==> config.mk <==
export PLATFORM = sky130hd
export DESIGN_NAME = steering_pid_pwm_drive
export DESIGN_NICKNAME = d
export VERILOG_FILES = /design/src/rtl/spid_pkg.sv /design/src/rtl/steering_pid_pwm_drive.sv
export SDC_FILE = /design/constraint.sdc
export NUM_CORES = 2
export LEC_CHECK = 0
export ABC_AREA = 1
export BUFFER_PORTS_ARGS = -buffer_cell sky130_fd_sc_hd__buf_2
export CORE_MARGIN = 10
export CORE_UTILIZATION = 59
export CTS_CLUSTER_DIAMETER = 120
export CTS_CLUSTER_SIZE = 24
export DETAILED_ROUTE_END_ITERATION = 7
export GPL_TIMING_DRIVEN = 0
export PLACE_DENSITY = 0.79
export SLEW_MARGIN = 20
export SYNTH_ARGS = -nofsm -noshare
export SYNTH_HDL_FRONTEND = slang
export SYNTH_SLANG_ARGS = --single-unit
==> constraint.sdc <==
create_clock -name clk -period 4.69 [get_ports clk]
set_clock_uncertainty 0.1 [all_clocks]
set_input_delay 0.2345 -clock clk [delete_from_list [all_inputs] [get_ports clk]]
set_output_delay 0.2345 -clock clk [all_outputs]
set_load 0.02 [all_outputs]
==> src/rtl/spid_pkg.sv <==
`timescale 1ns / 1ps
// spid_pkg: shared types and constants for the steering PID / PWM drive block.
// No dependencies; imported by steering_pid_pwm_drive.
package spid_pkg;

  localparam int POS_BITS       = 12;
  localparam int GAIN_FRAC_BITS = 8;
  localparam int GAIN_W         = 16;
  localparam int TICK_W         = 32;
  localparam int DUTY_W         = 16;
  localparam int SUM_W          = 32;
  localparam int INTEG_W        = 48;
  localparam int ACC_W          = 64;

  localparam int CFG_IDX_W  = 2;
  localparam int CFG_DATA_W = 16;

  localparam logic [CFG_IDX_W-1:0] CFG_GAIN_PROP  = 2'd0;
  localparam logic [CFG_IDX_W-1:0] CFG_GAIN_INTEG = 2'd1;
  localparam logic [CFG_IDX_W-1:0] CFG_GAIN_DERIV = 2'd2;
  localparam logic [CFG_IDX_W-1:0] CFG_PWM_PERIOD = 2'd3;

  typedef struct packed {
    logic [POS_BITS-1:0] target_pos;
    logic [POS_BITS-1:0] measured_pos;
    logic [TICK_W-1:0]   now_tick;
  } spid_in_t;

  typedef struct packed {
    logic                    turn_positive;
    logic [DUTY_W-1:0]       duty;
    logic signed [SUM_W-1:0] control_sum;
  } spid_out_t;

endpackage

==> src/rtl/steering_pid_pwm_drive.sv <==
`timescale 1ns / 1ps
// steering_pid_pwm_drive: PID steering loop with saturated sum and PWM duty output.
// Depends on spid_pkg.
// Each item runs the multiplier for error times elapsed time, then the proportional, integral
// and derivative terms, then the derivative divide; the derivative is skipped when the elapsed
// tick count is zero. One item at a time; next accepted the cycle after the result is registered.
// Rate is set by the shared shift-add multiplier and the restoring divider, one bit a cycle.
// Synchronous active-low reset clears gains, state and handshakes; pwm_period resets to all ones.
module steering_pid_pwm_drive #(
  parameter int GAIN_FRAC_BITS = spid_pkg::GAIN_FRAC_BITS
) (
  input  logic                                clk,
  input  logic                                rst_n,
  input  logic                                in_valid,
  output logic                                in_ready,
  input  spid_pkg::spid_in_t                  in_data,
  output logic                                out_valid,
  input  logic                                out_ready,
  output spid_pkg::spid_out_t                 out_data,
  input  logic                                cfg_we,
  input  logic [spid_pkg::CFG_IDX_W-1:0]      cfg_index,
  input  logic [spid_pkg::CFG_DATA_W-1:0]     cfg_wdata
);
  import spid_pkg::*;

  localparam int ERR_W     = POS_BITS + 1;
  localparam int DERR_W    = POS_BITS + 2;
  localparam int MUL_STEPS = (ERR_W > GAIN_W) ? ERR_W : GAIN_W;
  localparam int NUM_W     = POS_BITS + GAIN_W;
  localparam int CNT_W     = $clog2(NUM_W + 1);
  localparam int IS_W      = INTEG_W + 2;

  typedef enum logic [2:0] {
    S_IDLE, S_MUL, S_INTEG, S_ADD, S_DIV, S_DADD, S_MAG, S_DONE
  } state_t;

  typedef enum logic [1:0] {
    PH_ERRDT, PH_PROP, PH_INTEG, PH_DERIV
  } phase_t;

  state_t state_r, state_nxt;
  phase_t phase_r, phase_nxt;

  logic signed [GAIN_W-1:0]  gain_prop_r, gain_prop_nxt;
  logic signed [GAIN_W-1:0]  gain_integ_r, gain_integ_nxt;
  logic signed [GAIN_W-1:0]  gain_deriv_r, gain_deriv_nxt;
  logic [DUTY_W-1:0]         pwm_period_r, pwm_period_nxt;

  logic signed [ERR_W-1:0]   last_error_r, last_error_nxt;
  logic [TICK_W-1:0]         last_tick_r, last_tick_nxt;
  logic signed [INTEG_W-1:0] integ_r, integ_nxt;

  logic signed [ERR_W-1:0]   err_r, err_nxt;
  logic signed [DERR_W-1:0]  derr_r, derr_nxt;
  logic [TICK_W-1:0]         dt_r, dt_nxt;

  logic [ACC_W-1:0]          acc_r, acc_nxt;
  logic [ACC_W-1:0]          mcand_r, mcand_nxt;
  logic [MUL_STEPS-1:0]      mplier_r, mplier_nxt;
  logic                      neg_r, neg_nxt;
  logic [CNT_W-1:0]          cnt_r, cnt_nxt;
  logic signed [ACC_W-1:0]   sum_r, sum_nxt;
  logic [TICK_W-1:0]         rem_r, rem_nxt;
  logic [NUM_W-1:0]          quo_r, quo_nxt;

  spid_out_t                 out_r, out_nxt;
  logic                      out_valid_r, out_valid_nxt;

  // combinational helpers
  logic signed [ERR_W-1:0]   err_in;
  logic [ERR_W-1:0]          err_in_mag;
  logic [TICK_W-1:0]         dt_in;
  logic signed [DERR_W-1:0]  derr_in;
  logic [ERR_W-1:0]          err_mag;
  logic [DERR_W-1:0]         derr_mag;
  logic [INTEG_W-1:0]        integ_mag;
  logic [GAIN_W-1:0]         gp_mag, gi_mag, gd_mag;
  logic [ACC_W-1:0]          acc_step;
  logic signed [IS_W-1:0]    integ_ext, prod_ext, isum;
  logic [TICK_W:0]           trial, diff;
  logic [ACC_W-1:0]          m_full;
  logic [SUM_W-1:0]          m32;

  assign in_ready  = (state_r == S_IDLE);
  assign out_valid = out_valid_r;
  assign out_data  = out_r;

  always_comb begin
    err_in     = ERR_W'(in_data.target_pos) - ERR_W'(in_data.measured_pos);
    err_in_mag = err_in[ERR_W-1] ? (~err_in + 1'b1) : err_in;
    dt_in      = in_data.now_tick - last_tick_r;
    derr_in    = DERR_W'(err_in) - DERR_W'(last_error_r);

    err_mag   = err_r[ERR_W-1] ? (~err_r + 1'b1) : err_r;
    derr_mag  = derr_r[DERR_W-1] ? (~derr_r + 1'b1) : derr_r;
    integ_mag = integ_r[INTEG_W-1] ? (~integ_r + 1'b1) : integ_r;
    gp_mag    = gain_prop_r[GAIN_W-1] ? (~gain_prop_r + 1'b1) : gain_prop_r;
    gi_mag    = gain_integ_r[GAIN_W-1] ? (~gain_integ_r + 1'b1) : gain_integ_r;
    gd_mag    = gain_deriv_r[GAIN_W-1] ? (~gain_deriv_r + 1'b1) : gain_deriv_r;

    acc_step  = mplier_r[0] ? (acc_r + mcand_r) : acc_r;

    integ_ext = IS_W'(integ_r);
    prod_ext  = IS_W'(acc_r[INTEG_W-1:0]);
    isum      = neg_r ? (integ_ext - prod_ext) : (integ_ext + prod_ext);

    trial = {rem_r, quo_r[NUM_W-1]};
    diff  = trial - (TICK_W+1)'(dt_r);

    m_full = acc_r >> GAIN_FRAC_BITS;
    if (neg_r) begin
      m32 = (m_full > ACC_W'(32'h8000_0000)) ? 32'h8000_0000 : m_full[SUM_W-1:0];
    end else begin
      m32 = (m_full > ACC_W'(32'h7FFF_FFFF)) ? 32'h7FFF_FFFF : m_full[SUM_W-1:0];
    end
  end

  always_comb begin
    state_nxt      = state_r;
    phase_nxt      = phase_r;
    gain_prop_nxt  = gain_prop_r;
    gain_integ_nxt = gain_integ_r;
    gain_deriv_nxt = gain_deriv_r;
    pwm_period_nxt = pwm_period_r;
    last_error_nxt = last_error_r;
    last_tick_nxt  = last_tick_r;
    integ_nxt      = integ_r;
    err_nxt        = err_r;
    derr_nxt       = derr_r;
    dt_nxt         = dt_r;
    acc_nxt        = acc_r;
    mcand_nxt      = mcand_r;
    mplier_nxt     = mplier_r;
    neg_nxt        = neg_r;
    cnt_nxt        = cnt_r;
    sum_nxt        = sum_r;
    rem_nxt        = rem_r;
    quo_nxt        = quo_r;
    out_nxt        = out_r;
    out_valid_nxt  = out_valid_r;

    if (cfg_we) begin
      case (cfg_index)
        CFG_GAIN_PROP:  gain_prop_nxt  = cfg_wdata;
        CFG_GAIN_INTEG: gain_integ_nxt = cfg_wdata;
        CFG_GAIN_DERIV: gain_deriv_nxt = cfg_wdata;
        CFG_PWM_PERIOD: pwm_period_nxt = cfg_wdata;
        default: ;
      endcase
    end

    if (out_valid_r && out_ready) begin
      out_valid_nxt = 1'b0;
    end

    case (state_r)
      S_IDLE: begin
        if (in_valid) begin
          err_nxt        = err_in;
          derr_nxt       = derr_in;
          dt_nxt         = dt_in;
          last_error_nxt = err_in;
          last_tick_nxt  = in_data.now_tick;
          sum_nxt        = '0;
          acc_nxt        = '0;
          mcand_nxt      = ACC_W'(dt_in);
          mplier_nxt     = MUL_STEPS'(err_in_mag);
          neg_nxt        = err_in[ERR_W-1];
          cnt_nxt        = CNT_W'(MUL_STEPS);
          phase_nxt      = PH_ERRDT;
          state_nxt      = S_MUL;
        end
      end
      S_MUL: begin
        acc_nxt    = acc_step;
        mcand_nxt  = mcand_r << 1;
        mplier_nxt = mplier_r >> 1;
        cnt_nxt    = cnt_r - 1'b1;
        if (cnt_r == CNT_W'(1)) begin
          case (phase_r)
            PH_ERRDT:          state_nxt = S_INTEG;
            PH_PROP, PH_INTEG: state_nxt = S_ADD;
            PH_DERIV: begin
              quo_nxt   = acc_step[NUM_W-1:0];
              rem_nxt   = '0;
              cnt_nxt   = CNT_W'(NUM_W);
              state_nxt = S_DIV;
            end
            default: state_nxt = S_IDLE;
          endcase
        end
      end
      S_INTEG: begin
        if (isum[IS_W-1:INTEG_W-1] != '0 && isum[IS_W-1:INTEG_W-1] != '1) begin
          integ_nxt = isum[IS_W-1] ? {1'b1, {(INTEG_W-1){1'b0}}}
                                   : {1'b0, {(INTEG_W-1){1'b1}}};
        end else begin
          integ_nxt = isum[INTEG_W-1:0];
        end
        acc_nxt    = '0;
        mcand_nxt  = ACC_W'(err_mag);
        mplier_nxt = MUL_STEPS'(gp_mag);
        neg_nxt    = err_r[ERR_W-1] ^ gain_prop_r[GAIN_W-1];
        cnt_nxt    = CNT_W'(MUL_STEPS);
        phase_nxt  = PH_PROP;
        state_nxt  = S_MUL;
      end
      S_ADD: begin
        sum_nxt = neg_r ? (sum_r - acc_r) : (sum_r + acc_r);
        acc_nxt = '0;
        cnt_nxt = CNT_W'(MUL_STEPS);
        case (phase_r)
          PH_PROP: begin
            mcand_nxt  = ACC_W'(integ_mag);
            mplier_nxt = MUL_STEPS'(gi_mag);
            neg_nxt    = integ_r[INTEG_W-1] ^ gain_integ_r[GAIN_W-1];
            phase_nxt  = PH_INTEG;
            state_nxt  = S_MUL;
          end
          default: begin
            if (dt_r != '0) begin
              mcand_nxt  = ACC_W'(derr_mag);
              mplier_nxt = MUL_STEPS'(gd_mag);
              neg_nxt    = derr_r[DERR_W-1] ^ gain_deriv_r[GAIN_W-1];
              phase_nxt  = PH_DERIV;
              state_nxt  = S_MUL;
            end else begin
              state_nxt = S_MAG;
            end
          end
        endcase
      end
      S_DIV: begin
        rem_nxt = diff[TICK_W] ? trial[TICK_W-1:0] : diff[TICK_W-1:0];
        quo_nxt = {quo_r[NUM_W-2:0], ~diff[TICK_W]};
        cnt_nxt = cnt_r - 1'b1;
        if (cnt_r == CNT_W'(1)) begin
          state_nxt = S_DADD;
        end
      end
      S_DADD: begin
        sum_nxt   = neg_r ? (sum_r - ACC_W'(quo_r)) : (sum_r + ACC_W'(quo_r));
        state_nxt = S_MAG;
      end
      S_MAG: begin
        acc_nxt   = sum_r[ACC_W-1] ? (~sum_r + 1'b1) : sum_r;
        neg_nxt   = sum_r[ACC_W-1];
        state_nxt = S_DONE;
      end
      S_DONE: begin
        if (!out_valid_r || out_ready) begin
          out_nxt.turn_positive = !neg_r && (m32 != '0);
          out_nxt.duty          = (m32 > SUM_W'(pwm_period_r)) ? pwm_period_r
                                                               : m32[DUTY_W-1:0];
          out_nxt.control_sum   = neg_r ? (~m32 + 1'b1) : m32;
          out_valid_nxt         = 1'b1;
          state_nxt             = S_IDLE;
        end
      end
      default: state_nxt = S_IDLE;
    endcase
  end

  always_ff @(posedge clk) begin
    if (!rst_n) begin
      state_r      <= S_IDLE;
      phase_r      <= PH_ERRDT;
      gain_prop_r  <= '0;
      gain_integ_r <= '0;
      gain_deriv_r <= '0;
      pwm_period_r <= '1;
      last_error_r <= '0;
      last_tick_r  <= '0;
      integ_r      <= '0;
      out_valid_r  <= 1'b0;
    end else begin
      state_r      <= state_nxt;
      phase_r      <= phase_nxt;
      gain_prop_r  <= gain_prop_nxt;
      gain_integ_r <= gain_integ_nxt;
      gain_deriv_r <= gain_deriv_nxt;
      pwm_period_r <= pwm_period_nxt;
      last_error_r <= last_error_nxt;
      last_tick_r  <= last_tick_nxt;
      integ_r      <= integ_nxt;
      out_valid_r  <= out_valid_nxt;
    end
    err_r    <= err_nxt;
    derr_r   <= derr_nxt;
    dt_r     <= dt_nxt;
    acc_r    <= acc_nxt;
    mcand_r  <= mcand_nxt;
    mplier_r <= mplier_nxt;
    neg_r    <= neg_nxt;
    cnt_r    <= cnt_nxt;
    sum_r    <= sum_nxt;
    rem_r    <= rem_nxt;
    quo_r    <= quo_nxt;
    out_r    <= out_nxt;
  end

endmodule

==> impl_metrics.tcl <==
set metrics [dict create \
    rsz0062_at_grt "true" \
    place_ws_ns -2.05 \
    cts-root-buf "clkbuf_16" \
    synthXorXnorAreaFrac_pct 5.00 \
    wl_mm 197 \
    synthMuxAreaShare_pct 0 \
    die-area_um2 92200 \
    synth_top_family_by_area "simple AND/OR/NAND/NOR gates" \
    wl_per_cell_um 23.4 \
    fin_util_pct 67.5 \
    setup_viol 16 \
    dp_hpwl_mm 158 \
    async_flop_share_pct 0 \
    synth-compound-area-share_pct 20.1 \
    synth_top_flop_cell "edfxtp_1" \
    holdPathEnd "gain_integ_r[11]" \
    hold_class "input pin to flop" \
    syn_inst 7000 \
    clk_latency_ns 0.68 \
    period_share_pct 101 \
    final_area_um2 53600 \
    status "complete, but fails checks" \
    maxSlewViolCount 0 \
    path_max_fanout 7 \
    gp_congestion 1.12 \
    rr_worst_depth 25 \
    overflow 0 \
    yosysUniqueCellTypes 66 \
    antenna_found_initial 6 \
    io_buffer_count 129 \
    core_um2 79400 \
    cts_buffers 30 \
    synth-simple-area-share_pct 26.9 \
    synthesis.nets 7382 \
    fp-row-count 103 \
    clk_pin_slew_ns 0.11 \
    setup_ws_ns -0.0236 \
    power_density_nw_per_um2 409 \
    ant_nets 0 \
    dieHeight_um 304 \
    criticalPathCategory "flop to flop" \
    start_util_pct 59.8 \
    worst_setup_path_start_kind "flop" \
    grt_max_degree 52 \
    violations "setup timing" \
    tightest_slew_ns 1.33 \
    synth_seq_area_share_pct 31.0 \
    avgSynthCellArea_um2 6.78 \
    end_kind "flop" \
    synth-seq-cells 545 \
    relSlewSlack_pct 10.3 \
    synth_edf_count 382 \
    max_freq_mhz 212 \
    cts_tree "done" \
    timing.rr.end "integ_r[15]" \
    synth-adder-area-share_pct 8.10 \
    yosysWarnings 0 \
    cts_sinks 545 \
    syn_to_final_growth_pct 12.9 \
    grt_pass1_wl_mm 284 \
    ff2ff_setup_slack_ns -0.02 \
    vias 52900 \
    reg2reg_from "acc_r[23]" \
    syn_area_um2 47500 \
    drive_gt1_share_pct 8.99 \
    critPathArrivalTime_ns 5.22 \
    period_needed_ns 4.71 \
    cts_buffer_depth 3 \
    routed_via_density 6.30 \
    grt_pass1_vias 47400 \
    power.leakage_uw 0.0233 \
    hold_viol 0 \
    postPlaceCellArea_um2 49700 \
    hold_depth 5 \
    drt_pre_antenna_iters 7 \
    die_w_um 304 \
    drt_iter0_drc 8272 \
    h-tree-depth 1 \
    required_ns 5.19 \
    hp-start "cfg_index[0]" \
    ios 130 \
    grt_usage_pct 39.4 \
    max-cap-violations 0 \
    drc 0 \
    final_nets 7700 \
    diodes 0 \
    power.ir.vdd_worst_v 0.000358 \
]
-- registers in the layout (all words and copies together) (netlist names), 16 cells and up --
name and flops:
out_data 49, rem_r 32, gain_prop_r 16, last_tick_r 32, pwm_period_r 16, integ_r 48, gain_integ_r 16, sum_r 64
gain_deriv_r 16, mplier_r 16, acc_r 64, dt_r 32, quo_r 28, mcand_r 64
-- cells in the final DEF, fill, tap and decap left out, types with 34 or more instances in the layout --
cell           synthesis  routed
inv_1                897     888
nor3_1               141     127
buf_2                  7     138
buf_4                  9      94
xor2_1               197     177
a21o_1                47      47
clkbuf_16              0      35
ha_1                 296     269
a21oi_2                2      37
o211ai_1              38      38
a21oi_1              702     666
dlygate4sd3_1          0      53
nor2_2                13      37
xnor2_1               74      67
nor2_1               884     846
or2_2                 39      39
o21ai_0              689     636
dfxtp_1              163     162
o21bai_1              34      34
edfxtp_1             382     382
nand2_2               25      41
clkbuf_1             141     137
nand3_1              303     287
nand4_1              104     104
a31oi_1               44      41
o21ai_1               27      60
nand2_1             1458    1433
-- stage by stage --
step / hold slack, ns / setup TNS, ns / power (µW) / std cells
after global routing: 0.0379 / -6.28 / 22800 / 8392
after detailed placement: 0.350 / -158.89 / 16900 / 8192
after CTS: 0.0122 / -0.0252 / 20500 / 8331
after floorplan: 0.261 / 0 / 13400 / 7000
after global placement: 0.342 / -352.68 / 16800 / 8179
final: 0.0107 / -0.185 / 21900 / 8392
-- power by group --
group	switching [µW]	internal (µW)	total, µW	leakage [µW]
registers	701	5890	6590	0.00504
logic	8200	3820	12000	0.0178
clock network	1930	1350	3280	0.000478
total	10800	11100	21900	0.0233
-- cells by family after synthesis --
family / after synthesis
XOR/XNOR: 271
AND/OR/NAND/NOR: 3050
adder cells (fa/ha/maj): 303
AO/OA/AOI/OAI: 1740
flip-flops: 545
buffers and inverters: 1091
-- critical path: stages, from the launching register on --
cell and delay, ns:
edfxtp_1 0.52, nor2_1 0.19, inv_1 0.07, nor3_1 0.29, inv_1 0.14, nor2_1 0.22
nand4_1 0.25, o31ai_2 0.34, xor2_1 0.22, buf_4 0.17, clkinvlp_4 0.19, ha_4 0.36
nand2_4 0.07, nor3_4 0.19, nand2_2 0.08, nor2_2 0.17, nand3_2 0.12, nand3_2 0.10
nand2_1 0.05, nand2_1 0.07, nand2_2 0.07, nand2_4 0.14, buf_12 0.18, clkbuf_16 0.15
nand2_1 0.05, a21oi_1 0.14
-- layout make-up --
type / count / area (µm²)
Buffer: 178 / 878
Clock buffer: 45 / 828
Clock inverter: 11 / 164
Fill cell: 7104 / 25800
Inverter: 911 / 3430
Multi-Input combinational cell: 5364 / 29900
Sequential cell: 545 / 14700
Tap cell: 1050 / 1310
Timing Repair Buffer: 288 / 2270
-- synth_stat cells, types with 104 or more instances --
cell	number	share of area, %
nand2_1	1458	12
inv_1	897	7.1
nor2_1	884	7.0
a21oi_1	702	7.4
o21ai_0	689	7.3
edfxtp_1	382	24
nand3_1	303	3.2
ha_1	296	7.8
xor2_1	197	3.6
dfxtp_1	163	6.9
clkbuf_1	141	1.1
nor3_1	141	1.5
nand4_1	104	1.4
-- how the worst max path moves through the flow --
stage | startpoint | end | slack, ns | depth (start not counted)
final | acc_r[23] | integ_r[15] | -0.02 | 25
after global routing | acc_r[1] | sum_r[61] | -0.15 | 22
after detailed placement | neg_r | sum_r[62] | -2.05 | 20
after floorplan | state_r[2] | out_data[0] | 0.02 | 3
after global placement | neg_r | sum_r[62] | -1.97 | 20
after CTS | acc_r[1] | sum_r[62] | -0.03 | 27
-- routing by layer --
metal | wire length, µm | up-vias | track usage, %
li1 | - | 24200 | -
met1 | 76200 | 24200 | 53.5
met2 | 79600 | 3802 | 57.0
met3 | 30500 | 596 | 12.6
met4 | 10300 | 6 | 15.9
met5 | 42 | - | 0
-- timing repair --
item | CTS | global route
buffers inserted | 32 | 57
endpoints found under the hold margin | 99 | 0
pin swaps | 15 | 71
cloned | 0 | 4
gates resized for setup | 129 | 262
hold buffers | 53 | 0
setup endpoints to repair | 111 | 90
Power figures use the tool's default switching activity.
